$ cat config.mk
export PLATFORM = sky130hd
export DESIGN_NAME = dma_write_tlp_splitter_flat
export DESIGN_NICKNAME = d
export VERILOG_FILES = /design/src/rtl/dwts_pkg.sv /design/src/rtl/dwts_req_if.sv /design/src/rtl/dwts_rsp_if.sv /design/src/rtl/dwts_ctrl.sv /design/src/rtl/dwts_dp.sv /design/src/rtl/dma_write_tlp_splitter.sv /design/src/flat_wrapper.sv
export SDC_FILE = /design/constraint.sdc
export NUM_CORES = 1
export LEC_CHECK = 0
export BUFFER_PORTS_ARGS = -buffer_cell sky130_fd_sc_hd__clkbuf_2
export CAP_MARGIN = 20
export CORE_MARGIN = 3
export CORE_UTILIZATION = 50
export DETAILED_ROUTE_END_ITERATION = 10
export HOLD_SLACK_MARGIN = 0.03
export PLACE_DENSITY = 0.76
export SYNTH_ARGS = -nofsm -noshare
export SYNTH_HDL_FRONTEND = slang
export SYNTH_SLANG_ARGS = --single-unit
$ cat constraint.sdc
create_clock -name clock -period 15.1 [get_ports clock]
set_input_delay 0 -clock clock [delete_from_list [all_inputs] [get_ports clock]]
set_output_delay 0 -clock clock [all_outputs]
set_load 0.01 [all_outputs]
$ cat src/rtl/dwts_pkg.sv
// Shared constants, types and helper functions of the DMA write splitter.
package dwts_pkg;

   localparam int ADDR_W        = 64;
   localparam int COUNT_W       = 13;
   localparam int LEN_W         = 6;
   localparam int BE_W          = 4;
   localparam int SRC_W         = 12;
   localparam int TAKEN_W       = 8;
   localparam int MAX_PAYLOAD   = 128;
   localparam int PAYLOAD_BITS  = 7;
   localparam int MAX_BYTES     = 4096;
   localparam int MAX_RESULTS   = 34;
   localparam int NCOUNT_W      = 6;

   typedef enum logic [1:0] {
      ST_IDLE = 2'b01,
      ST_BUSY = 2'b10
   } dwts_state_type;

   // Commands from the controller to the datapath.
   typedef struct packed {
      logic load;
      logic step;
   } dwts_cmd_type;

   // Status from the datapath to the controller.
   typedef struct packed {
      logic req_empty;
      logic chunk_last;
   } dwts_sts_type;

   // Low n bytes enabled, with n of zero meaning a whole dword.
   function automatic logic [BE_W-1:0] tail_mask(input logic [1:0] n);
      logic [BE_W-1:0] m;
      unique case (n)
         2'd1:    m = 4'b0001;
         2'd2:    m = 4'b0011;
         2'd3:    m = 4'b0111;
         default: m = 4'b1111;
      endcase
      return m;
   endfunction

endpackage

$ cat src/rtl/dwts_req_if.sv
// Request channel carrying one write request per beat.
interface dwts_req_if;
   logic                              valid;
   logic                              ready;
   logic [dwts_pkg::ADDR_W-1:0]       start_address;
   logic [dwts_pkg::COUNT_W-1:0]      byte_count;

   modport source (output valid, output start_address, output byte_count, input ready);
   modport sink   (input valid, input start_address, input byte_count, output ready);
endinterface

$ cat src/rtl/dwts_rsp_if.sv
// Response channel carrying one chunk descriptor per beat.
interface dwts_rsp_if;
   logic                              valid;
   logic                              ready;
   logic [dwts_pkg::ADDR_W-1:0]       chunk_address;
   logic [dwts_pkg::LEN_W-1:0]        length_dwords;
   logic [dwts_pkg::BE_W-1:0]         first_be;
   logic [dwts_pkg::BE_W-1:0]         last_be;
   logic [dwts_pkg::SRC_W-1:0]        source_offset;
   logic [dwts_pkg::TAKEN_W-1:0]      bytes_taken;
   logic                              wide_address;
   logic                              last_chunk;

   modport source (output valid, output chunk_address, output length_dwords,
                   output first_be, output last_be, output source_offset,
                   output bytes_taken, output wide_address, output last_chunk,
                   input ready);
   modport sink   (input valid, input chunk_address, input length_dwords,
                   input first_be, input last_be, input source_offset,
                   input bytes_taken, input wide_address, input last_chunk,
                   output ready);
endinterface

$ cat src/rtl/dwts_ctrl.sv
// Controller state machine sequencing request loads and chunk steps.
module dwts_ctrl (
   input  logic                   clock,
   input  logic                   reset,
   input  logic                   req_valid,
   output logic                   req_ready,
   input  logic                   rsp_ready,
   output logic                   rsp_valid,
   input  dwts_pkg::dwts_sts_type sts,
   output dwts_pkg::dwts_cmd_type cmd
);

   dwts_pkg::dwts_state_type state_ff, state_in;
   logic                     rsp_valid_ff, rsp_valid_in;

   assign req_ready = (state_ff == dwts_pkg::ST_IDLE);
   assign rsp_valid = rsp_valid_ff;

   always_comb begin
      cmd.load = req_valid && (state_ff == dwts_pkg::ST_IDLE);
      cmd.step = (state_ff == dwts_pkg::ST_BUSY) && (!rsp_valid_ff || rsp_ready);
   end

   always_comb begin
      state_in = state_ff;
      unique case (state_ff)
         dwts_pkg::ST_IDLE: begin
            if (cmd.load && !sts.req_empty) begin
               state_in = dwts_pkg::ST_BUSY;
            end
         end
         dwts_pkg::ST_BUSY: begin
            if (cmd.step && sts.chunk_last) begin
               state_in = dwts_pkg::ST_IDLE;
            end
         end
         default: state_in = dwts_pkg::ST_IDLE;
      endcase
   end

   // The output register empties on a taken beat and refills on each step.
   always_comb begin
      if (cmd.step) begin
         rsp_valid_in = 1'b1;
      end else if (rsp_ready) begin
         rsp_valid_in = 1'b0;
      end else begin
         rsp_valid_in = rsp_valid_ff;
      end
   end

   always_ff @(posedge clock) begin
      if (reset) begin
         state_ff     <= dwts_pkg::ST_IDLE;
         rsp_valid_ff <= 1'b0;
      end else begin
         state_ff     <= state_in;
         rsp_valid_ff <= rsp_valid_in;
      end
   end

endmodule

$ cat src/rtl/dwts_dp.sv
// Datapath holding the running address, count and offset, and the output register.
module dwts_dp (
   input  logic                                  clock,
   input  dwts_pkg::dwts_cmd_type                cmd,
   output dwts_pkg::dwts_sts_type                sts,
   input  logic [dwts_pkg::ADDR_W-1:0]           start_address,
   input  logic [dwts_pkg::COUNT_W-1:0]          byte_count,
   output logic [dwts_pkg::ADDR_W-1:0]           chunk_address,
   output logic [dwts_pkg::LEN_W-1:0]            length_dwords,
   output logic [dwts_pkg::BE_W-1:0]             first_be,
   output logic [dwts_pkg::BE_W-1:0]             last_be,
   output logic [dwts_pkg::SRC_W-1:0]            source_offset,
   output logic [dwts_pkg::TAKEN_W-1:0]          bytes_taken,
   output logic                                  wide_address,
   output logic                                  last_chunk
);

   localparam int RW = dwts_pkg::PAYLOAD_BITS + 1;

   logic [dwts_pkg::ADDR_W-1:0]    addr_ff, addr_in;
   logic [dwts_pkg::COUNT_W-1:0]   left_ff, left_in;
   logic [dwts_pkg::COUNT_W-1:0]   src_ff, src_in;
   logic [dwts_pkg::NCOUNT_W-1:0]  n_ff, n_in;
   logic [dwts_pkg::COUNT_W-1:0]   count_sat;

   logic [1:0]                     off;
   logic                           unaligned;
   logic [RW-1:0]                  room;
   logic [RW-1:0]                  take;
   logic [RW-1:0]                  take_p3;
   logic [dwts_pkg::BE_W-1:0]      lead_mask;
   logic [dwts_pkg::BE_W-1:0]      tmask;
   logic [dwts_pkg::ADDR_W-1:0]    addr_out;
   logic [dwts_pkg::LEN_W-1:0]     len_c;
   logic [dwts_pkg::BE_W-1:0]      fbe_c, lbe_c;
   logic                           last_c;

   always_comb begin
      if (byte_count > dwts_pkg::COUNT_W'(dwts_pkg::MAX_BYTES)) begin
         count_sat = dwts_pkg::COUNT_W'(dwts_pkg::MAX_BYTES);
      end else begin
         count_sat = byte_count;
      end
   end

   // Only the first chunk of a request can start off a dword boundary.
   always_comb begin
      off       = addr_ff[1:0];
      unaligned = (off != 2'd0);
      if (unaligned) begin
         room = RW'(3'd4 - {1'b0, off});
      end else begin
         room = RW'(dwts_pkg::MAX_PAYLOAD) - {1'b0, addr_ff[dwts_pkg::PAYLOAD_BITS-1:0]};
      end
      if (left_ff < dwts_pkg::COUNT_W'(room)) begin
         take = RW'(left_ff);
      end else begin
         take = room;
      end
      take_p3   = take + RW'(3);
      tmask     = dwts_pkg::tail_mask(take[1:0]);
      lead_mask = (left_ff < dwts_pkg::COUNT_W'(4)) ? dwts_pkg::tail_mask(left_ff[1:0])
                                                   : 4'hf;
      if (unaligned) begin
         addr_out = {addr_ff[dwts_pkg::ADDR_W-1:2], 2'b00};
         len_c    = dwts_pkg::LEN_W'(1);
         fbe_c    = lead_mask << off;
         lbe_c    = '0;
      end else if (take <= RW'(4)) begin
         addr_out = addr_ff;
         len_c    = dwts_pkg::LEN_W'(1);
         fbe_c    = tmask;
         lbe_c    = '0;
      end else begin
         addr_out = addr_ff;
         len_c    = dwts_pkg::LEN_W'(take_p3[RW-1:2]);
         fbe_c    = 4'hf;
         lbe_c    = tmask;
      end
      last_c = (left_ff == dwts_pkg::COUNT_W'(take)) ||
               ((7'(n_ff) + 7'd1) >= 7'(dwts_pkg::MAX_RESULTS));
   end

   always_comb begin
      sts.req_empty  = (count_sat == '0);
      sts.chunk_last = last_c;
   end

   always_comb begin
      addr_in = addr_ff;
      left_in = left_ff;
      src_in  = src_ff;
      n_in    = n_ff;
      if (cmd.load) begin
         addr_in = start_address;
         left_in = count_sat;
         src_in  = '0;
         n_in    = '0;
      end else if (cmd.step) begin
         addr_in = addr_ff + dwts_pkg::ADDR_W'(take);
         left_in = left_ff - dwts_pkg::COUNT_W'(take);
         src_in  = src_ff + dwts_pkg::COUNT_W'(take);
         n_in    = n_ff + dwts_pkg::NCOUNT_W'(1);
      end
   end

   always_ff @(posedge clock) begin
      addr_ff <= addr_in;
      left_ff <= left_in;
      src_ff  <= src_in;
      n_ff    <= n_in;
      if (cmd.step) begin
         chunk_address <= addr_out;
         length_dwords <= len_c;
         first_be      <= fbe_c;
         last_be       <= lbe_c;
         source_offset <= src_ff[dwts_pkg::SRC_W-1:0];
         bytes_taken   <= dwts_pkg::TAKEN_W'(take);
         wide_address  <= |addr_out[dwts_pkg::ADDR_W-1:32];
         last_chunk    <= last_c;
      end
   end

endmodule

$ cat src/rtl/dma_write_tlp_splitter.sv
// A taken request beat loads the datapath registers; the first chunk beat is then registered
// by a step. A request of N chunks (N from 1 to 34) occupies the block for its load and N steps,
// one chunk per cycle through the datapath's 64-bit address adder while the output register is
// empty or its beat is taken. A zero-byte request produces no beats.
// Reset (synchronous, active high) returns the controller to idle and empties the output
// register; there is no storage to clear.
module dma_write_tlp_splitter (
   input  logic              clock,
   input  logic              reset,
   dwts_req_if.sink          req_ch,
   dwts_rsp_if.source        rsp_ch
);

   // The controller only decides when to load a request and when to step out a chunk;
   // the datapath owns every address, count and byte-enable calculation.
   dwts_pkg::dwts_cmd_type cmd;
   dwts_pkg::dwts_sts_type sts;

   // Request beats are taken only while idle. The response side has a register of its
   // own, so a new request can be taken while the final chunk of the previous one is
   // still waiting to be collected.
   dwts_ctrl u_ctrl (
      .clock     (clock),
      .reset     (reset),
      .req_valid (req_ch.valid),
      .req_ready (req_ch.ready),
      .rsp_ready (rsp_ch.ready),
      .rsp_valid (rsp_ch.valid),
      .sts       (sts),
      .cmd       (cmd)
   );

   // Each step writes one chunk descriptor into the output register and advances the
   // address, the remaining count and the source offset by the bytes that chunk carries.
   dwts_dp u_dp (
      .clock         (clock),
      .cmd           (cmd),
      .sts           (sts),
      .start_address (req_ch.start_address),
      .byte_count    (req_ch.byte_count),
      .chunk_address (rsp_ch.chunk_address),
      .length_dwords (rsp_ch.length_dwords),
      .first_be      (rsp_ch.first_be),
      .last_be       (rsp_ch.last_be),
      .source_offset (rsp_ch.source_offset),
      .bytes_taken   (rsp_ch.bytes_taken),
      .wide_address  (rsp_ch.wide_address),
      .last_chunk    (rsp_ch.last_chunk)
   );

   // A step always leaves a beat on offer in the following cycle.
   assert property (@(posedge clock) disable iff (reset) cmd.step |=> rsp_ch.valid)
      else $error("chunk step did not present a response beat");

   // Stepping out the final chunk frees the request side.
   assert property (@(posedge clock) disable iff (reset)
                    cmd.step && sts.chunk_last |=> req_ch.ready)
      else $error("request side not freed after final chunk");

   // A non-empty request blocks further requests until its chunks are out.
   assert property (@(posedge clock) disable iff (reset)
                    cmd.load && !sts.req_empty |=> !req_ch.ready)
      else $error("request accepted while a previous one is in progress");

   // Loading and stepping never coincide.
   assert property (@(posedge clock) disable iff (reset) !(cmd.load && cmd.step))
      else $error("load and step issued together");

endmodule

$ cat src/flat_wrapper.sv
// flat-port wrapper written by rule: the top's interface ports become plain ports
module dma_write_tlp_splitter_flat 
  (clock, reset, req_ch_valid, req_ch_start_address, req_ch_byte_count, req_ch_ready, rsp_ch_valid, rsp_ch_chunk_address, rsp_ch_length_dwords, rsp_ch_first_be, rsp_ch_last_be, rsp_ch_source_offset, rsp_ch_bytes_taken, rsp_ch_wide_address, rsp_ch_last_chunk, rsp_ch_ready);
  dwts_req_if req_ch_i ();
  dwts_rsp_if rsp_ch_i ();
  input  logic clock;
  input  logic reset;
  input wire logic [$bits(req_ch_i.valid)-1:0] req_ch_valid;
  input wire logic [$bits(req_ch_i.start_address)-1:0] req_ch_start_address;
  input wire logic [$bits(req_ch_i.byte_count)-1:0] req_ch_byte_count;
  output wire logic [$bits(req_ch_i.ready)-1:0] req_ch_ready;
  output wire logic [$bits(rsp_ch_i.valid)-1:0] rsp_ch_valid;
  output wire logic [$bits(rsp_ch_i.chunk_address)-1:0] rsp_ch_chunk_address;
  output wire logic [$bits(rsp_ch_i.length_dwords)-1:0] rsp_ch_length_dwords;
  output wire logic [$bits(rsp_ch_i.first_be)-1:0] rsp_ch_first_be;
  output wire logic [$bits(rsp_ch_i.last_be)-1:0] rsp_ch_last_be;
  output wire logic [$bits(rsp_ch_i.source_offset)-1:0] rsp_ch_source_offset;
  output wire logic [$bits(rsp_ch_i.bytes_taken)-1:0] rsp_ch_bytes_taken;
  output wire logic [$bits(rsp_ch_i.wide_address)-1:0] rsp_ch_wide_address;
  output wire logic [$bits(rsp_ch_i.last_chunk)-1:0] rsp_ch_last_chunk;
  input wire logic [$bits(rsp_ch_i.ready)-1:0] rsp_ch_ready;
  assign req_ch_i.valid = req_ch_valid;
  assign req_ch_i.start_address = req_ch_start_address;
  assign req_ch_i.byte_count = req_ch_byte_count;
  assign req_ch_ready = req_ch_i.ready;
  assign rsp_ch_valid = rsp_ch_i.valid;
  assign rsp_ch_chunk_address = rsp_ch_i.chunk_address;
  assign rsp_ch_length_dwords = rsp_ch_i.length_dwords;
  assign rsp_ch_first_be = rsp_ch_i.first_be;
  assign rsp_ch_last_be = rsp_ch_i.last_be;
  assign rsp_ch_source_offset = rsp_ch_i.source_offset;
  assign rsp_ch_bytes_taken = rsp_ch_i.bytes_taken;
  assign rsp_ch_wide_address = rsp_ch_i.wide_address;
  assign rsp_ch_last_chunk = rsp_ch_i.last_chunk;
  assign rsp_ch_i.ready = rsp_ch_ready;
  dma_write_tlp_splitter u_core (.clock(clock), .reset(reset), .req_ch(req_ch_i), .rsp_ch(rsp_ch_i));
endmodule
Word-level counts from Yosys, hierarchy flattened:

Cells that the tools add are included.

* $add $sub $neg: 8
* $mul: 0
* divide/modulo/power cells: 0
* magnitude comparators: 5
* eq/ne operators: 11
* shift-type cells: 1
* muxes and demuxes: 17
* bitwise logic cells: 0
* reductions and logical operators: 15

Operator list (count)
* $mux 64: 2
* $add 64x8->64: 1
* $mux 13: 3
* $reduce_or 32->1: 1
* $pmux 4 s3: 2
* $mux 8: 2
* $add 13x8->13: 1
* $eq 13x8->1: 1
* $gt 13x13->1 const B: 1
* $logic_not 13->1: 1
* $lt 13x3->1 const B: 1
* $lt 13x8->1: 1
* $sub 13x8->13: 1
* $mux 4: 3
* $eq 2x2->1 const B: 5
* $add 8x2->8 const B: 1
* $le 8x3->1 const B: 1
* $sub 8x7->8 const A: 1
* $add 6x1->7 const B: 1
* $ge 7x6->1 const B: 1
* $add 6x1->6 const B: 1
* $eq 2x1->1 const B: 3
* $reduce_bool 2->1: 3
* $logic_and 1x1->1: 4
* 10 further kinds: 15

* register bits: 199
* latch bits: 0
* RAM bits: 0
* memory bits (read-only): 0
* input port bits: 81
* output and inout port bits: 102
* logic and storage cells: 72
* memories kept: 0

Longest topological paths before layout:

Gate-level depths: netlist (run 1).

* depth after elaboration: 9
* gate-level depth with buffers: 23
* gate-level depth less buffers: 20

By module:

From an unflattened synthesis (run 1), not the netlist that was laid out.

* cells, all modules: 994
* area total of the unflattened synthesis: 10716.5 um^2

By module, submodules not included
* dwts_dp: times used 1, cells an instance 979, area each 10575.1 um^2, sequential area each 5675.4 um^2
* dwts_ctrl: times used 1, cells an instance 15, area each 141.4 um^2, sequential area each 60.1 um^2

Worst setup path after synthesis (run 1):

Ideal clock, no wire load.

* kind: register to register
* start: register u_core.u_dp.addr_ff[0] (netlist name)
* end: register u_core.u_dp.addr_ff[52] (netlist name), data pin
* setup time: 259 ps
* arrival: 5224 ps
* required time: 14841 ps
* path slack: 9617 ps
* cell stages (with the launch flop): 22
* buffers on the path: 3
* period minus slack after synthesis: 5483 ps
* cells stage by stage: edfxtp_1 -> clkbuf_1 -> inv_1 -> ha_1 -> and2_1 -> mux2i_1 -> ha_1 -> a21oi_1 -> o311ai_0 -> a211oi_4 -> buf_2 -> a21o_1 -> ha_1 -> inv_1 -> fa_1 -> nand2b_1 -> a21oi_2 -> o211ai_4 -> or4_1 -> buf_2 -> o31a_2 -> o31a_1

* word-level cells in the longest chain between the ends: 7
* elaborated cells between the ends (all ways): 9
* those cells by class: add/sub (3); order compare (1); mux (4); reduce/logical (1)

Ends and longest elaborated chain
* start: declaration: line dwts_dp.sv:20 `logic [dwts_pkg::ADDR_W-1:0] addr_ff, addr_in;`
* start signal: assignment: line dwts_dp.sv:108 `addr_ff <= addr_in;`
* $sub 8x7->8 (tied with other cells): line dwts_dp.sv:53 `room = RW'(dwts_pkg::MAX_PAYLOAD) - {1'b0, addr_ff[dwts_pkg::PAYLOAD_BITS-1:0]};`
* $mux 8 (*): line dwts_dp.sv:50 `if (unaligned) begin`
* $lt 13x8->1: line dwts_dp.sv:55 `if (left_ff < dwts_pkg::COUNT_W'(room)) begin`
* $mux 8 (*): line dwts_dp.sv:55
* via u_core.u_dp.take[0]: line dwts_dp.sv:29 `logic [RW-1:0] take;`
* $add 64x8->64 (*): line dwts_dp.sv:100 `addr_in = addr_ff + dwts_pkg::ADDR_W'(take);`
* $mux 64 (*): line dwts_dp.sv:99 `end else if (cmd.step) begin`
* $mux 64 (*): line dwts_dp.sv:94 `if (cmd.load) begin`
* via u_core.u_dp.addr_in (one bit): line dwts_dp.sv:20

Mark *: on every way through the listed nets, which the timed path passes. The rest lies on a longest branch. The select of a mux whose other input is x is not followed.
A chain may end at the register's enable or synchronous reset.

Final worst setup path (run 1):

Same ends and word-level chain as after synthesis.

==> results of run 1 <==
[logic make-up after synthesis]
| logic type | Yosys count | synth area share |
|---|---|---|
| xor+xnor | 71 | 0.0593 |
| fa+ha+maj | 43 | 0.0534 |
| flops | 198 | 0.546 |
| simple gates | 364 | 0.179 |
| mux | 7 | 0.00668 |
| buf+inv | 75 | 0.0284 |
| compound gates | 210 | 0.127 |
[layer usage]
layer  track usage  vias up
li1              -     4104
met1         0.315     4090
met2         0.371      369
met3        0.0380       69
met4         0.120        2
met5             0        -
[cells in the final DEF (no fill, tap or decap), drive strengths merged, types with 4 or more instances in the layout]
cell type	netlist	layout
nor2b	8	8
nand2b	9	9
a211oi	12	12
nor4	29	29
nor2	61	61
o21a	4	4
inv	38	45
a31oi	13	13
and4	9	9
ha	40	40
edfxtp	177	177
o211ai	5	5
or3	16	16
or2	6	6
a21o	11	11
nand2	111	111
mux2i	7	7
dlygate4sd3	0	80
nor3	24	24
a22o	5	5
nand3	35	35
xnor2	47	47
buf	9	7
xor2	24	24
a21oi	31	31
o21ai	92	92
and3	10	10
nand4	19	19
dfxtp	21	21
clkinv	0	4
o31ai	5	5
clkbuf	28	199
or4	5	5
and2	12	12
[sequential cells by signal, summed over array words and instances, names as in the netlist]
name	cells
u_core.u_dp.left_ff	13
u_core.u_dp.source_offset	12
u_core.u_dp.last_chunk	1
u_core.u_dp.wide_address	1
u_core.u_dp.first_be	4
u_core.u_dp.bytes_taken	8
u_core.u_dp.n_ff	6
u_core.u_ctrl.state_ff	2
u_core.u_dp.last_be	4
u_core.u_dp.addr_ff	64
u_core.u_dp.length_dwords	6
u_core.u_ctrl.rsp_valid	1
u_core.u_dp.chunk_address	64
u_core.u_dp.src_ff	12
[stage by stage]
| step | cells | power [mW] | hold WS [ps] | util | setup WS [ps] |
|---|---|---|---|---|---|
| floorplan | 968 | 1.01 | 69.1 | - | 9620 |
| global placement | 1390 | 1.11 | 194 | 0.570 | 8570 |
| detailed placement | 1390 | 1.12 | 193 | 0.570 | 8360 |
| CTS | 1502 | 1.59 | 164 | 0.638 | 8380 |
| global route | 1502 | 1.67 | 217 | 0.638 | 7930 |
| finish | 1502 | 1.59 | 158 | 0.638 | 8290 |
[layout make-up]
| cell class | instances | area share |
|---|---|---|
| sequential | 198 | 0.440 |
| multi-input combinational | 695 | 0.343 |
| timing repair buffer | 269 | 0.135 |
| clock buffer | 17 | 0.0326 |
| tap | 270 | 0.0259 |
| clock inverter | 15 | 0.0128 |
| inverter | 38 | 0.0111 |
[power by group]
part           internal, mW  switching [mW]  leakage [nW]
logic                 0.173           0.226          2.72
registers             0.666          0.0675          1.82
clock network         0.236           0.223         0.281
total                  1.07           0.517          4.83
[worst paths after layout]
| check | start | to | slack (ps) | depth (start not counted) |
|---|---|---|---|---|
| worst min-delay path | req_ch_valid | u_core.u_dp.src_ff[11] | 160 | 3 |
| worst max register to register | u_core.u_dp.addr_ff[0] | u_core.u_dp.addr_ff[52] | 8290 | 19 |
| worst min register to register | u_core.u_dp.src_ff[11] | u_core.u_dp.source_offset[11] | 460 | 0 |
| worst max-delay path | u_core.u_dp.addr_ff[0] | u_core.u_dp.addr_ff[52] | 8290 | 19 |
[worst max-delay path: cells and delay by family (launching register included)]
family                     cells  cell delay [ps]
and+or+nand+nor                3             1220
adders and majority gates      4             1420
muxes                          1              390
AOI/OAI and AO/OA              8             2540
DFF                            1              570
buffers and inverters          3              400
==> results.cfg, run 1 <==
[status]
status = finished, final reports clean

[critical_path]
path_max_fanout = 25
slowest_stage = a211oi_4
critPathMaxStageDelay_ps = 810
crit_top_cell = ha_1
cp-end-kind = flop
worst_ep_arrival_time_ps = 7010
required_ps = 15300
start_kind = flop
path_cells = inv_1 > ha_1 > and2_1 > mux2i_1 > ha_1 > a21oi_1 > o311ai_0 > a211oi_4 > a21o_1 > ha_1 > inv_1 > fa_1 > nand2b_1 > a21oi_2 > o211ai_4 > buf_4 > or4_1 > o31a_2 > o31a_1
crit_type = flop to flop

[yosys]
ys_seq_elements = 198
syn-cell-area_um2 = 10500
synth_top_area_cell = edfxtp_1
yosys_warnings = 0
synth_edf_count = 177
yosys-top-cells-count = 177 x edfxtp_1, 111 x nand2_1, 91 x o21ai_0
synth_fp_nets = 1092
syn_avg_cell_area_um2 = 10.8
ys_dominant_reg_cell = edfxtp_1
synthesis.instances = 968
synthTopCellsByArea = edfxtp_1 51%, ha_1 4.8%, o21ai_0 4.3%
ys_seq_area_frac = 0.546
yosys.cell_types.count = 77
post-synth-top-count-cell = edfxtp_1
yosysTopAreaCellShare = 0.506
synthArstFlopShare = 0

[global_routing]
grt_pass1_wl_um = 41800
grt.overflow.total = 0
grt_pass1_vias = 8093
grt_usage = 0.235
grt_max_degree = 78
antenna_found_initial = 1

[final_layout]
ff_latch_area_um2 = 5740
nets = 1343
fillers = 1641
finalInstanceArea_um2 = 13000
multi_input_area_um2 = 4470
drive_above_1_share = 0.204
diodes = 0
area_delta_synth_final_pct = 24.3

[cts]
clkLatencyLatePin_ps = 440
clockRootBuffer = clkbuf_16
cts_resized = 0
cts_setup_buffers = 0
clock_path_buffers = 2
cts_hold_buf = 80
clk_pin_slew_worst_paths_ps = 80
clock-sinks = 198
h-tree-depth = 4
cts-buffers-inserted = 17
tritoncts = done

[placed_design]
gp_congestion = 0.906
placed_cell_area_um2 = 11600
dp_hpwl_um = 18300
port_buffers = 182

[power_and_ir_drop]
ir_drop_mv = 0.0835
p_leak_nw = 4.83
p_per_area_nw_per_um2 = 122

[timing]
max-slew-margin-rel = 0.270
min_period_over_period = 0.451
setup_tns_ps = 0
drv_slew = 0
fin_crit_ps = 6810
setup_viol = 0
hold_violations = 0
tightest_slew_ps = 1090
max_freq_ghz = 0.147
clock_skew_ps = 11.0
rsz0062_at_grt = false

[floorplan]
dieArea_um2 = 22800
chipWidth_um = 151
start_util = 0.514
die_height_um = 151
core_um2 = 20400
rows = 52
io_pins = 183

[route]
drc = 0
drtAntennaViolNets = 0
routedWlPerCell_um = 18.0
drt_wl_total_um = 27000
first_pass_iters = 5
vias_per_cell = 5.75
route.vias.total = 8634
drtIter0Drc = 661
top_layer = met5
wl_met1_um = 11400
route.met2.wl_um = 12700
dr_wl_met3_um = 1750

[worst_hold_path]
holdCritPathClass = input pin to flop

[job]
drv_cap = 0
Power figures use the tool's default switching activity.
==> inputs of run 2 (changes only) <==
==> constraint.sdc (replaced) <==
create_clock -name clock -period 6.3 [get_ports clock]
set_input_delay 0 -clock clock [delete_from_list [all_inputs] [get_ports clock]]
set_output_delay 0 -clock clock [all_outputs]
set_load 0.01 [all_outputs]
==> run 2 against run 1 <==
  * Flip-flop and latch count unchanged
  * Sequential power increased by 140%
  * Sequential share of layout area decreased by 0.21 points
  * Via count decreased by 1.0%
  * Clock skew increased by 0.81 ps
  * Die area unchanged
  * Critical path depth increased by 1
  * Final cell count increased by 0.60%
  * Register-to-register slack got worse by 7800 ps
  * Critical path type unchanged
==> results.cfg, run 2 (synthesized netlist as in run 1, its figures left out) <==
[status]
status = finished, final reports clean

[cts]
clock-sinks = 198
cts-buffers-inserted = 17
clock_path_buffers = 2
cts_resized = 0
clockRootBuffer = clkbuf_16
tritoncts = done
clkLatencyLatePin_ps = 440
h-tree-depth = 4
clk_pin_slew_worst_paths_ps = 80

[power_and_ir_drop]
p_int_mw = 2.59
ir_drop_mv = 0.192
p_per_area_nw_per_um2 = 292
combinationalPowerShare = 0.255
p_seq_frac = 0.458
p_leak_nw = 4.87
power.switching_mw = 1.24
clkPwrFrac = 0.287
switching_share = 0.323

[floorplan]
io_pins = 183
start_util = 0.514
dieArea_um2 = 22800
rows = 52
die_height_um = 151
core_um2 = 20400
chipWidth_um = 151

[timing]
drv_slew = 0
fin_crit_ps = 5800
setup_viol = 0
max_freq_ghz = 0.172
clock_skew_ps = 11.8
hold_violations = 0
max-slew-margin-rel = 0.339
rsz0062_at_grt = false
min_period_over_period = 0.921
tightest_slew_ps = 991
setup_tns_ps = 0

[global_routing]
grt_usage = 0.241
grt_pass1_vias = 8350
antenna_found_initial = 0
use_met1 = 0.343
grt_busiest_layer = met2
grt.overflow.total = 0
grt_max_degree = 86
grtUsageMet3 = 0.0386
grt_use_met2 = 0.380
grt_pass1_wl_um = 43300

[final_layout]
layout_commonest_cell = clkbuf_2
ff_latch_area_um2 = 5740
fillers = 1605
drive_above_1_share = 0.209
area_delta_synth_final_pct = 24.9
mostFrequentLayoutCells = 182 x clkbuf_2, 177 x edfxtp_1, 110 x nand2_1
diodes = 0
top_regs = u_core.u_dp.addr_ff (64), u_core.u_dp.chunk_address (64), u_core.u_dp.left_ff (13)
nets = 1352
finalInstanceArea_um2 = 13100
multi_input_area_um2 = 4470

[placed_design]
dp_hpwl_um = 18600
port_buffers = 182
gp_congestion = 0.884
placed_cell_area_um2 = 11700

[critical_path]
r2r_cells = 20
cp-end-kind = flop
required_ps = 6500
path_max_fanout = 16
r2r-start = u_core.u_dp.addr_ff[1]
setup.worst_path.start = u_core.u_dp.addr_ff[1]
crit_type = flop to flop
worst_ep_arrival_time_ps = 6000
start_kind = flop

[route]
vias_per_cell = 5.66
route.vias.total = 8545
drtAntennaViolNets = 0
routedWlPerCell_um = 17.9
drtIter0Drc = 731
drc = 0
first_pass_iters = 5
drt_wl_total_um = 27000

[worst_hold_path]
min_path_cells = 4
holdCritPathClass = input pin to flop
hold_start = rsp_ch_ready

[job]
drv_cap = 0
run 2: power groups by stage:
stage | logic [mW] | clock network (mW) | registers (mW)
final | 0.975 | 1.10 | 1.75
after global routing | 1.09 | 1.17 | 1.77
after CTS | 0.966 | 1.12 | 1.75
after detailed placement | 0.921 | 0 | 1.78
after global placement | 0.902 | 0 | 1.77
after floorplan | 0.688 | 0 | 1.72
run 2: layout make-up:
| class | instances | share of cell area |
|---|---|---|
| clock buffer | 18 | 0.0327 |
| clock inverter | 14 | 0.0121 |
| inverter | 38 | 0.0111 |
| multi-input combinational | 695 | 0.341 |
| sequential | 198 | 0.438 |
| tap | 270 | 0.0258 |
| timing repair buffer | 278 | 0.140 |
run 2: metal layers:
layer	routed length (µm)	vias up
li1	-	4123
met1	12000	4047
met2	12900	334
met3	1640	41
met4	533	0
met5	0	-
run 2: path summary, 6_finish.rpt:
path / to / slack (ps)
min: u_core.u_ctrl.state_ff[1] / 50
max reg2reg: u_core.u_dp.addr_ff[52] / 500
min reg2reg: u_core.u_dp.source_offset[11] / 470
max: u_core.u_dp.addr_ff[52] / 500
run 2: worst max-delay path, stage by stage (launching register included):
cell and delay, ps:
edfxtp_1 560, inv_1 170, ha_1 270, nor2b_1 180, and3_1 230, inv_1 60
ha_1 300, inv_1 40, o311ai_0 550, a211oi_4 120, buf_4 200, nor2_1 90
a21o_1 160, inv_1 170, fa_1 460, nand2b_1 190, a21oi_2 240, o211ai_4 120
or4_1 760, o31a_2 420, o31a_1 270
run 2: what timing repair did:
item	in CTS	in global routing
endpoints found under the setup margin	0	0
hold buffers	80	0
buffers inserted	0	0
endpoints found under the hold margin	80	0
run 2: through the flow:
step / worst slack, ps / total power [mW] / cells / util / hold WS (ps)
floorplan: 817 / 2.41 / 968 / - / 69.1
global placement: 603 / 2.67 / 1399 / 0.573 / 194
detailed placement: 508 / 2.70 / 1399 / 0.573 / 200
CTS: 489 / 3.83 / 1511 / 0.641 / 36.1
global route: 22.7 / 4.03 / 1511 / 0.641 / 99.1
finish: 496 / 3.82 / 1511 / 0.641 / 54.5
==> inputs of run 3 (changes only) <==
--- a/config.mk
+++ b/config.mk
@@ -5,13 +5,13 @@
 export SDC_FILE = /design/constraint.sdc
 export NUM_CORES = 1
 export LEC_CHECK = 0
-export BUFFER_PORTS_ARGS = -buffer_cell sky130_fd_sc_hd__clkbuf_2
+export BUFFER_PORTS_ARGS = -buffer_cell sky130_fd_sc_hd__buf_2
 export CAP_MARGIN = 20
 export CORE_MARGIN = 3
-export CORE_UTILIZATION = 50
+export CORE_UTILIZATION = 45
 export DETAILED_ROUTE_END_ITERATION = 10
 export HOLD_SLACK_MARGIN = 0.03
-export PLACE_DENSITY = 0.76
+export PLACE_DENSITY = 0.7
 export SYNTH_ARGS = -nofsm -noshare
 export SYNTH_HDL_FRONTEND = slang
 export SYNTH_SLANG_ARGS = --single-unit
==> run 3 against run 2 <==
  * Flip-flop and latch count stayed put
  * Critical path type unchanged
  * Register-to-register slack hardly changed
  * Critical endpoint unchanged
  * Largest power group unchanged
  * Wire length is 1.6% higher
==> results.cfg, run 3 (synthesized netlist as in run 1, its figures left out) <==
[status]
status = finished, final reports clean

[timing]
fin_crit_ps = 5800
tightest_slew_ps = 916
setup_viol = 0
max-slew-margin-rel = 0.389
rsz0062_at_grt = false
setup_tns_ps = 0
clock_skew_ps = 13.6
hold_violations = 0
min_period_over_period = 0.921
whs_ps = 51.6
drv_slew = 0
max_freq_ghz = 0.172

[critical_path]
crit_top_cell = inv_1
path_cells = buf_4 > nor3_1 > and3_1 > inv_1 > ha_1 > inv_1 > o311ai_0 > a211oi_4 > nor2_1 > a21o_1 > inv_1 > fa_1 > nand2b_1 > a21oi_2 > o211ai_4 > or4_1 > o31a_2 > o31a_1
cp-end-kind = flop
cp_top_family = compound AO/OA/AOI/OAI gates
required_ps = 6500
slowest_stage = or4_1
crit_type = flop to flop
start_kind = flop
cp_num_buf_inv = 4
worst_ep_arrival_time_ps = 6010
critPathMaxStageDelay_ps = 750
path_max_fanout = 16

[floorplan]
io_pins = 183
rows = 55
die_height_um = 159
chipWidth_um = 159
dieArea_um2 = 25200
start_util = 0.461
core_um2 = 22800

[cts]
tritoncts = done
cts_resized = 0
clkLatencyLatePin_ps = 440
cts-buffers-inserted = 17
clock_path_buffers = 2
clk_pin_slew_worst_paths_ps = 80
h-tree-depth = 4
clock-sinks = 198
clockRootBuffer = clkbuf_16

[placed_design]
gp_congestion = 0.855
port_buffers = 182
dp_hpwl_um = 18700
placed_cell_area_um2 = 11800
dp_cells = 1441

[final_layout]
utilization = 0.578
finalNonFillerCells = 1557
layout_commonest_cell = buf_2
nets = 1355
mostFrequentLayoutCells = 182 x buf_2, 177 x edfxtp_1, 110 x nand2_1
top_regs = u_core.u_dp.addr_ff (64), u_core.u_dp.chunk_address (64), u_core.u_dp.left_ff (13)
multi_input_area_um2 = 4470
drive_above_1_share = 0.209
finalInstanceArea_um2 = 13200
fillers = 1930
area_delta_synth_final_pct = 25.5
ff_latch_area_um2 = 5740

[worst_hold_path]
holdCritPathClass = input pin to flop

[route]
drt_wl_total_um = 27400
route.vias.total = 8562
drc = 0
drtIter0Drc = 571
vias_per_cell = 5.50
drtAntennaViolNets = 0
routedWlPerCell_um = 17.6
first_pass_iters = 7

[power_and_ir_drop]
p_seq_frac = 0.459
clkPwrFrac = 0.285
power.switching_mw = 1.23
switching_share = 0.323
p_per_area_nw_per_um2 = 289
ir_drop_mv = 0.157
p_int_mw = 2.58
combinationalPowerShare = 0.257
p_leak_nw = 4.84

[global_routing]
grt_pass1_vias = 8378
grt.overflow.total = 0
grt_busiest_layer = met2
antenna_found_initial = 0
grt_pass1_wl_um = 43800
grtUsageMet3 = 0.0397
use_met1 = 0.291
grt_use_met2 = 0.344
grt_usage = 0.215
grt_max_degree = 93

[job]
drv_cap = 0
==> run 3: cell count changes in the layout (fill, tap and decap cells not counted), sizes merged <==
| cell | before | now |
|---|---|---|
| clkinv | 1 | 6 |
| inv | 46 | 42 |
| dlygate4sd3 | 80 | 81 |
| diode | 0 | 1 |
| clkinvlp | 4 | 3 |
| buf | 16 | 200 |
| clkbuf | 200 | 17 |
==> run 3: final cells by class <==
class	instances	share of cell area
timing repair buffer	281	0.141
inverter	38	0.0111
multi-input combinational	695	0.339
tap	313	0.0297
antenna	1	0.000190
clock buffer	17	0.0323
clock inverter	14	0.0110
sequential	198	0.435
==> run 3: metrics by stage <==
step,setup WS [ps],power (mW)
finish,496,3.81
global route,79.7,4.01
CTS,446,3.81
detailed placement,459,2.70
global placement,561,2.68
floorplan,817,2.41
==> run 3: final timing paths <==
path | start | end | slack [ps] | depth (start not counted)
setup / recovery | u_core.u_dp.addr_ff[1] | u_core.u_dp.addr_ff[52] | 500 | 18
hold reg to reg | u_core.u_dp.src_ff[11] | u_core.u_dp.source_offset[11] | 470 | 0
hold / removal | rsp_ch_ready | u_core.u_ctrl.state_ff[1] | 50 | 4
setup reg to reg | u_core.u_dp.addr_ff[1] | u_core.u_dp.addr_ff[52] | 500 | 18
==> run 3: routing by layer <==
metal	wire (µm)	share of wire
met3	1380	0.050
met2	12800	0.47
met1	12400	0.45
met5	0	0
met4	773	0.028
==> run 3: power groups by stage <==
stage / Combinational, mW / Clock (mW) / Sequential (mW)
floorplan: 0.688 / 0 / 1.72
global placement: 0.910 / 0 / 1.77
detailed placement: 0.925 / 0 / 1.77
CTS: 0.969 / 1.10 / 1.74
global route: 1.09 / 1.16 / 1.76
finish: 0.978 / 1.09 / 1.75
==> run 3: worst min-delay path, delay by kind of cell <==
family                 cells  cell delay [ps]
AOI/OAI and AO/OA          1               80
buffers and inverters      1               70
and+or+nand+nor            2              280
==> run 3: repair_timing <==
item,in CTS,in global routing
hold buffers,81,0
endpoints found under the hold margin,81,0
setup endpoints to repair,0,1
setup buffers,0,3
